==> src/rtl/acor_pkg.sv <==
// ----------------------------------------------------------------------------
// acor_pkg
// shared types and constants of the advert cache with oldest-entry replacement
// ----------------------------------------------------------------------------
`default_nettype none

package acor_pkg;

	localparam int KIND_W = 2;
	localparam int ADDR_W = 48;
	localparam int BYTE_W = 8;
	localparam int TIME_W = 63;
	localparam int SLOT_W = 4;

	// command codes
	localparam logic CMD_UPDATE = 1'b0;
	localparam logic CMD_LOOKUP = 1'b1;

	// one stored cache entry
	typedef struct packed {
		logic [KIND_W-1:0]        kind;
		logic [ADDR_W-1:0]        addr;
		logic [BYTE_W-1:0]        mfg_len;
		logic signed [BYTE_W-1:0] sig;
		logic [TIME_W-1:0]        last_seen;
	} entry_t;

	// sequencer states
	typedef enum logic [2:0] {
		ST_IDLE   = 3'b001,
		ST_SCAN   = 3'b010,
		ST_FINISH = 3'b100
	} state_t;

endpackage

`default_nettype wire

==> src/rtl/advert_cache_oldest_replace_top.sv <==
// ----------------------------------------------------------------------------
// advert_cache_oldest_replace_top
// fully associative advertiser cache, refresh on match, else fill or replace oldest
// ----------------------------------------------------------------------------
// A small fully associative cache keyed by address kind and 48-bit device
// address. An update item refreshes the first valid entry whose key matches;
// otherwise it fills the lowest free slot or, with all slots in use, replaces
// the entry with the smallest last-seen time (lowest index on a tie). A lookup
// item returns the first valid matching entry, or found = 0 with all other
// result fields zero. Exactly one result item follows each input item. The
// entries sit in a memory with one write and one registered read port that is
// scanned one entry per cycle by a small sequencer feeding one shared key
// compare and one 63-bit time compare. A hit ends the scan early. The block
// goes back to idle before it takes the next item. A new item is accepted
// only when the sequencer is idle; a finished result waits in the output
// register without holding up the next item, and the block only stalls at
// the end of a scan if the previous result has not been taken yet. Valid
// bits are cleared at reset, so no clearing pass runs.
// ----------------------------------------------------------------------------
`default_nettype none

module advert_cache_oldest_replace_top
	import acor_pkg::*;
#(
	parameter int CACHE_ENTRIES = 12
) (
	input  wire logic                     clk,
	input  wire logic                     arst_n,
	// input channel
	input  wire logic                     in_valid,
	output logic                          in_ready,
	input  wire logic                     cmd,
	input  wire logic [KIND_W-1:0]        address_kind,
	input  wire logic [ADDR_W-1:0]        device_address,
	input  wire logic [BYTE_W-1:0]        mfg_length,
	input  wire logic signed [BYTE_W-1:0] signal_strength,
	input  wire logic [TIME_W-1:0]        now_time,
	// result channel
	output logic                          out_valid,
	input  wire logic                     out_ready,
	output logic                          found,
	output logic [SLOT_W-1:0]             slot,
	output logic [BYTE_W-1:0]             stored_mfg_length,
	output logic signed [BYTE_W-1:0]      stored_signal
);

	// index and scan counter widths; the counter also holds the entry count
	localparam int IDX_W = (CACHE_ENTRIES > 1) ? $clog2(CACHE_ENTRIES) : 1;
	localparam int CNT_W = $clog2(CACHE_ENTRIES + 1);
	localparam logic [CNT_W-1:0] CNT_END  = CNT_W'(CACHE_ENTRIES);
	localparam logic [IDX_W-1:0] IDX_LAST = IDX_W'(CACHE_ENTRIES - 1);

	state_t state_q;

	// latched input item
	logic                     cmd_q;
	logic [KIND_W-1:0]        kind_q;
	logic [ADDR_W-1:0]        addr_q;
	logic [BYTE_W-1:0]        mlen_q;
	logic signed [BYTE_W-1:0] sig_q;
	logic [TIME_W-1:0]        time_q;

	// entry storage: valid bits in flops, the rest in a memory
	logic [CACHE_ENTRIES-1:0] valid_q;
	entry_t                   mem [CACHE_ENTRIES];

	// read issue stage
	logic [CNT_W-1:0] cnt_q;
	logic             issue;
	logic [IDX_W-1:0] rd_idx;

	// compare stage, one entry per cycle
	entry_t           rd_data_s1;
	logic             live_s1;
	logic [IDX_W-1:0] idx_s1;
	logic             vld_s1;

	// scan bookkeeping
	logic                     hit_q;
	logic [IDX_W-1:0]         hit_idx_q;
	logic [BYTE_W-1:0]        hit_mlen_q;
	logic signed [BYTE_W-1:0] hit_sig_q;
	logic                     have_free_q;
	logic [IDX_W-1:0]         free_idx_q;
	logic                     have_old_q;
	logic [IDX_W-1:0]         old_idx_q;
	logic [TIME_W-1:0]        old_time_q;

	// shared compare unit
	logic key_hit;
	logic older;

	// finish step
	logic             out_free;
	logic             finish_go;
	logic             mem_we;
	logic [IDX_W-1:0] target_idx;
	entry_t           wr_data;

	// output register
	logic                     out_valid_q;
	logic                     found_q;
	logic [SLOT_W-1:0]        slot_q;
	logic [BYTE_W-1:0]        out_mlen_q;
	logic signed [BYTE_W-1:0] out_sig_q;

	assign in_ready = (state_q == ST_IDLE);

	// issue one read per cycle while entries remain
	assign issue  = (state_q == ST_SCAN) && (cnt_q != CNT_END);
	assign rd_idx = cnt_q[IDX_W-1:0];

	// key and age compare on the entry just read
	assign key_hit = vld_s1 && (rd_data_s1.kind == kind_q) && (rd_data_s1.addr == addr_q);
	assign older   = !have_old_q || (rd_data_s1.last_seen < old_time_q);

	// output slot is free now or being emptied this cycle
	assign out_free  = !out_valid_q || out_ready;
	assign finish_go = (state_q == ST_FINISH) && out_free;

	// refresh the hit, else fill the lowest free slot, else replace the oldest
	always_comb begin
		if (hit_q) begin
			target_idx = hit_idx_q;
		end else if (have_free_q) begin
			target_idx = free_idx_q;
		end else begin
			target_idx = old_idx_q;
		end
	end

	assign mem_we  = finish_go && (cmd_q == CMD_UPDATE);
	assign wr_data = '{kind: kind_q, addr: addr_q, mfg_len: mlen_q, sig: sig_q,
		last_seen: time_q};

	// entry memory: one write port, one registered read port
	always_ff @(posedge clk) begin
		if (mem_we) begin
			mem[target_idx] <= wr_data;
		end
		rd_data_s1 <= mem[rd_idx];
	end

	// latched item and scan payload
	always_ff @(posedge clk) begin
		if (in_valid && in_ready) begin
			cmd_q  <= cmd;
			kind_q <= address_kind;
			addr_q <= device_address;
			mlen_q <= mfg_length;
			sig_q  <= signal_strength;
			time_q <= now_time;
		end
		if (issue) begin
			idx_s1 <= rd_idx;
			vld_s1 <= valid_q[rd_idx];
		end
	end

	// sequencer and scan state
	always_ff @(posedge clk or negedge arst_n) begin
		if (!arst_n) begin
			state_q     <= ST_IDLE;
			valid_q     <= '0;
			cnt_q       <= '0;
			live_s1     <= 1'b0;
			hit_q       <= 1'b0;
			hit_idx_q   <= '0;
			hit_mlen_q  <= '0;
			hit_sig_q   <= '0;
			have_free_q <= 1'b0;
			free_idx_q  <= '0;
			have_old_q  <= 1'b0;
			old_idx_q   <= '0;
			old_time_q  <= '0;
		end else begin
			case (state_q)
				ST_IDLE: begin
					if (in_valid) begin
						state_q     <= ST_SCAN;
						cnt_q       <= '0;
						live_s1     <= 1'b0;
						hit_q       <= 1'b0;
						have_free_q <= 1'b0;
						have_old_q  <= 1'b0;
					end
				end
				ST_SCAN: begin
					// issue stage
					live_s1 <= issue;
					if (issue) begin
						cnt_q <= cnt_q + 1'b1;
					end
					// compare stage
					if (live_s1) begin
						if (key_hit) begin
							// first match ends the scan
							hit_q      <= 1'b1;
							hit_idx_q  <= idx_s1;
							hit_mlen_q <= rd_data_s1.mfg_len;
							hit_sig_q  <= rd_data_s1.sig;
							live_s1    <= 1'b0;
							state_q    <= ST_FINISH;
						end else begin
							if (vld_s1) begin
								if (older) begin
									have_old_q <= 1'b1;
									old_idx_q  <= idx_s1;
									old_time_q <= rd_data_s1.last_seen;
								end
							end else if (!have_free_q) begin
								have_free_q <= 1'b1;
								free_idx_q  <= idx_s1;
							end
							if (idx_s1 == IDX_LAST) begin
								live_s1 <= 1'b0;
								state_q <= ST_FINISH;
							end
						end
					end
				end
				ST_FINISH: begin
					if (out_free) begin
						if (cmd_q == CMD_UPDATE) begin
							valid_q[target_idx] <= 1'b1;
						end
						state_q <= ST_IDLE;
					end
				end
				default: begin
					state_q <= ST_IDLE;
				end
			endcase
		end
	end

	// output register control
	always_ff @(posedge clk or negedge arst_n) begin
		if (!arst_n) begin
			out_valid_q <= 1'b0;
		end else if (finish_go) begin
			out_valid_q <= 1'b1;
		end else if (out_ready) begin
			out_valid_q <= 1'b0;
		end
	end

	// output payload
	always_ff @(posedge clk) begin
		if (finish_go) begin
			found_q <= hit_q;
			if (cmd_q == CMD_UPDATE) begin
				slot_q     <= SLOT_W'(target_idx);
				out_mlen_q <= '0;
				out_sig_q  <= '0;
			end else if (hit_q) begin
				slot_q     <= SLOT_W'(hit_idx_q);
				out_mlen_q <= hit_mlen_q;
				out_sig_q  <= hit_sig_q;
			end else begin
				slot_q     <= '0;
				out_mlen_q <= '0;
				out_sig_q  <= '0;
			end
		end
	end

	assign out_valid         = out_valid_q;
	assign found             = found_q;
	assign slot              = slot_q;
	assign stored_mfg_length = out_mlen_q;
	assign stored_signal     = out_sig_q;

endmodule

`default_nettype wire
==> config.mk <==
export PLATFORM = sky130hd
export DESIGN_NAME = advert_cache_oldest_replace_top
export DESIGN_NICKNAME = d
export VERILOG_FILES = /design/src/rtl/acor_pkg.sv /design/src/rtl/advert_cache_oldest_replace_top.sv
export SDC_FILE = /design/constraint.sdc
export NUM_CORES = 2
export LEC_CHECK = 0
export ABC_AREA = 1
export BUFFER_PORTS_ARGS = -buffer_cell sky130_fd_sc_hd__buf_2
export CORE_UTILIZATION = 35
export CTS_CLUSTER_SIZE = 14
export DETAILED_ROUTE_END_ITERATION = 16
export SYNTH_ARGS = -nofsm -noshare
export SYNTH_HDL_FRONTEND = slang
export SYNTH_SLANG_ARGS = --single-unit
==> constraint.sdc <==
create_clock -name clk -period 7.5 [get_ports clk]
set_input_delay 1.5 -clock clk [delete_from_list [all_inputs] [get_ports clk]]
set_output_delay 1.5 -clock clk [all_outputs]
set_load 0.01 [all_outputs]
==> results by stage <==
Detailed routing:
- After detailed routing, the total wire length is 189000 um.
- The detailed-route wire length per cell is 21.1 um.
- The count of antenna-violating nets left after detailed routing is 0.
- The final route contains 45800 vias.
- After the first detailed-routing iteration, the DRC count stood at 3829.
- The routed length on met1 is 81000 um.
- Routed signal wires occupy layers up through met5.
- The first detailed-routing pass took 11 iterations.
- In the routed layout, each cell is associated on average with a via count of 5.12.
- The number of DRC violations after detailed routing is 14.
- Wire segments on met3 add up to 10300 um in the final route.
- The met2 wirelength from detailed routing is 92600 um.

Worst setup path:
- In this design, the stage delay of the slowest critical-path cell is 0.59 ns.
- The kind of start point of the critical path is a flop.
- The number of buffers and inverters on the critical path is 2.
- For the worst setup path, the data arrival time is 4.55 ns.
- The endpoint required time on the critical path is 8.25 ns.
- By startpoint and endpoint, the worst setup path is classified as flop to flop.
- The kind of end point of the critical path is a flop.
- The cell type of the slowest stage on the worst timing path is sky130_fd_sc_hd__nand2_2.
- Traced cell by cell, the critical path runs through xnor2_1, nand3_1, nor2_1, nand3_1, nor2_2, a21oi_4, buf_4, nand2_2, buf_4, nand2_1, nand2_1.
- Grouping stages by cell kind, the critical path spends the most delay in simple AND/OR/NAND/NOR gates.
- In this run the worst path has a maximum fanout of 68.

Global route:
- The number of antenna violations at the first check in global routing is 9.
- The number of global-route vias before repair is 44800.
- For this run the aggregate overflow at the end of global routing stands at 0.
- The global-route total usage across every layer is 0.172.
- Entering global routing, the biggest net connects 224 pins.
- The first-pass GRT wire length is 284000 um.

CTS:
- The clock sink total is 1948.
- For this design, the CTS-stage hold fixing added 0 buffers.
- The post-cts repair resize count is 0.
- After clock tree synthesis, the clock-pin slew on the worst setup and hold paths is 0.06 ns.
- The clock root buffer is sky130_fd_sc_hd__clkbuf_16.
- TritonCTS built the clock tree.
- The clock tree synthesis step divided the H-tree into 4 levels.
- In this run, CTS created clock tree buffers numbering 197.
- The clock latency on the worst-skew pair is 0.83 ns.
- The number of post-CTS setup repair buffers is 0.
- The maximum clock path buffer count is 3.

Floorplan:
- From left edge to right edge, the die measures 464 um.
- For this configuration, the core starts out at a cell density of 0.353.
- Row generation in the floorplan step produced 169 rows.
- The die height is 464 um.
- The total area inside the core boundary comes to 212000 um^2.
- The number of top-level pins is 157.
- The area of the die is 215000 um^2.

Final layout:
- Relative to the synthesized area, the layout overhead comes to 13.7%.
- After routing the design area is 85000 um^2.
- The fraction of layout instances using a drive strength above 1 is 0.0928.
- The finished layout holds 8932 standard cells, fillers aside.
- After the last flow step, the layout net total stands at 6131.

Power and ir drop:
- Of the total power, the clock network draws 0.315.
- VDD sags by at most 0.333 mV.
- The sequential group share of total power is 0.451.
- In this run the power spent charging and discharging nets is 10.2 mW.
- Summed over all cells, the static leakage comes to 29.0 nW.
- The switching power as a share of total power is 0.329.
- Internal power comes to 20.9 mW.
- The share of total power dissipated in combinational logic is 0.234.
- The ratio of total power to cell area is 366 nW/um^2.

Timing:
- Headroom to the max-slew limit came out at 0.219.
- Timing would allow up to 263 MHz.
- Dividing the final minimum period by the clock period gives 0.506.
- The count of final setup violators is 0.
- The final number of max-transition violations is 0.
- The final number of hold-violating endpoints is 0.
- Setup repair after global routing left no endpoint under its margin.
- The transition time at the pin with the least slew margin is 1.17 ns.
- The worst clock skew on the final layout is 0.0378 ns.
- The clock period minus final worst setup slack is 3.80 ns.

Synthesis:
- Sorting the synthesized cells by area gives the leading types as sky130_fd_sc_hd__edfxtp_1 68%, sky130_fd_sc_hd__nor2_1 6.1%, sky130_fd_sc_hd__o21ai_0 5.5%.
- The post-synthesis cell area is 74800 um^2.
- For this run, the leading register cell type out of synthesis is sky130_fd_sc_hd__edfxtp_1.
- The share of flip-flops with an asynchronous set or reset is 0.0590.
- The cell taking the most area after synthesis is sky130_fd_sc_hd__edfxtp_1.
- The number of standard cells after synthesis is 5846.
- The number of warning messages in the yosys log is 0.
- The number of enable flip-flop cells after synthesis is 1704.
- Synthesis produced a netlist with a net count of 6044.
- Yosys mapped the design onto 42 distinct sky130hd cell types.
- The register area share after synthesis is 0.757.
- In this run, synthesis produced a sequential element count of 1948.
- The area share of the largest cell type after synthesis is 0.684.
- The mean post-synth cell area is 12.8 um^2.

Placement:
- Once placement finished, the instance area stood at 78500 um^2.
- The global placer's final weighted congestion is 0.816.
- The number of cells in the design after placement is 8555.
- The wire-length estimate of the detail-placed layout is 98800 um.
- The count of input and output buffers is 156.

Status:
- The flow ran to the end, but the final reports show violations.
- The final reports fail on design-rule violations.

Min path:
- The worst hold path belongs to the class flop to flop.

Job:
- The number of max-cap violations is 0.
## worst paths after layout
path                                start             end  slack, ns  cells after the start
max                             kind_q[0]  old_time_q[25]       3.70                     11
min                        rd_data_s1[65]    hit_sig_q[2]       0.43                      2
max reg2reg                     kind_q[0]  old_time_q[25]       3.70                     11
min reg2reg                rd_data_s1[65]    hit_sig_q[2]       0.43                      2
max in group asynchronous          arst_n        cnt_q[3]       5.27                      2
min in group asynchronous          arst_n  old_time_q[34]       0.68                      1
## area by class of cell
| cell class | count | area [um^2] |
|---|---|---|
| sequential | 1948 | 56600 |
| antenna | 1 | 2.50 |
| multi-input combinational | 3344 | 16000 |
| clock buffer | 279 | 5560 |
| fill | 19600 | 127000 |
| inverter | 212 | 813 |
| tap | 2821 | 3530 |
| timing repair buffer | 230 | 1510 |
| clock inverter | 97 | 966 |
## layer usage
| layer | global-route usage | vias up |
|---|---|---|
| li1 | - | 21200 |
| met1 | 0.231 | 22900 |
| met2 | 0.290 | 1380 |
| met3 | 0.0227 | 276 |
| met4 | 0.0507 | 2 |
| met5 | 0 | - |
## layout by cell type (no fill, tap or decap), drive strengths merged, types with 71 or more instances in the layout
cell type and instances:
edfxtp 1704, nor2 1217, o21ai 952, nand2 457, clkbuf 279, o22ai 251, buf 230, inv 216
dfxtp 129, dfrtp 114, a21oi 105, nand3 86, clkinv 74, a31oi 71
## synthesized netlist by cell type, drive strengths merged, types with 16 or more instances
library cell,n
a211oi,68
nand3,86
dfrtp,114
nand2,457
dfxtp,129
o22ai,251
ha,64
inv,210
a21oi,105
a31oi,71
o21ai,952
clkbuf,210
edfxtp,1704
buf,132
nor2,1217
nand4,16
## logic make-up (layout without fill, tap and decap cells)
kind of cell	Yosys count	after routing	synth area share
DFF	1948	1948	0.757
and+or+nand+nor	1805	1805	0.0937
AOI/OAI and AO/OA	1458	1458	0.106
buffers and inverters	554	818	0.0305
adders and majority gates	64	64	0.0107
xor gates and xnor gates	17	17	0.00199
other	0	1	0
## flip-flops by register name, summed over array words and instances (netlist names), 8 cells and up
| name | cells |
|---|---|
| rd_data_s1 | 129 |
| hit_sig_q | 8 |
| time_q | 63 |
| sig_q | 8 |
| addr_q | 48 |
| hit_mlen_q | 8 |
| mem | 1548 |
| stored_signal | 8 |
| mlen_q | 8 |
| old_time_q | 63 |
| stored_mfg_length | 8 |
| valid_q | 12 |
## worst register-to-register path, cell delays in order (launching register included)
cell,delay [ns]
sky130_fd_sc_hd__edfxtp_1,0.57
sky130_fd_sc_hd__xnor2_1,0.52
sky130_fd_sc_hd__nand3_1,0.13
sky130_fd_sc_hd__nor2_1,0.13
sky130_fd_sc_hd__nand3_1,0.10
sky130_fd_sc_hd__nor2_2,0.35
sky130_fd_sc_hd__a21oi_4,0.10
sky130_fd_sc_hd__buf_4,0.38
sky130_fd_sc_hd__nand2_2,0.65
sky130_fd_sc_hd__buf_4,0.54
sky130_fd_sc_hd__nand2_1,0.18
sky130_fd_sc_hd__nand2_1,0.10
## through the flow
step	hold WS (ns)	setup slack [ns]	TNS [ns]	utilization	total power [mW]
after floorplan	0.414	-0.574	-356.32	-	19.0
final	0.427	3.70	0	0.401	31.1
after global routing	0.452	3.43	0	0.401	32.8
after global placement	0.423	2.96	0	0.370	21.5
after detailed placement	0.422	2.93	0	0.370	21.6
after CTS	0.430	3.68	0	0.401	31.4
## power by group through the flow
stage / sequential (mW) / clock, mW / combinational, mW
global placement: 14.2 / 0 / 7.21
detailed placement: 14.3 / 0 / 7.31
global route: 14.2 / 10.4 / 8.19
floorplan: 13.8 / 0 / 5.21
CTS: 14.1 / 10.0 / 7.35
finish: 14.0 / 9.81 / 7.29
Note: power is estimated with default switching activity, not from simulation.
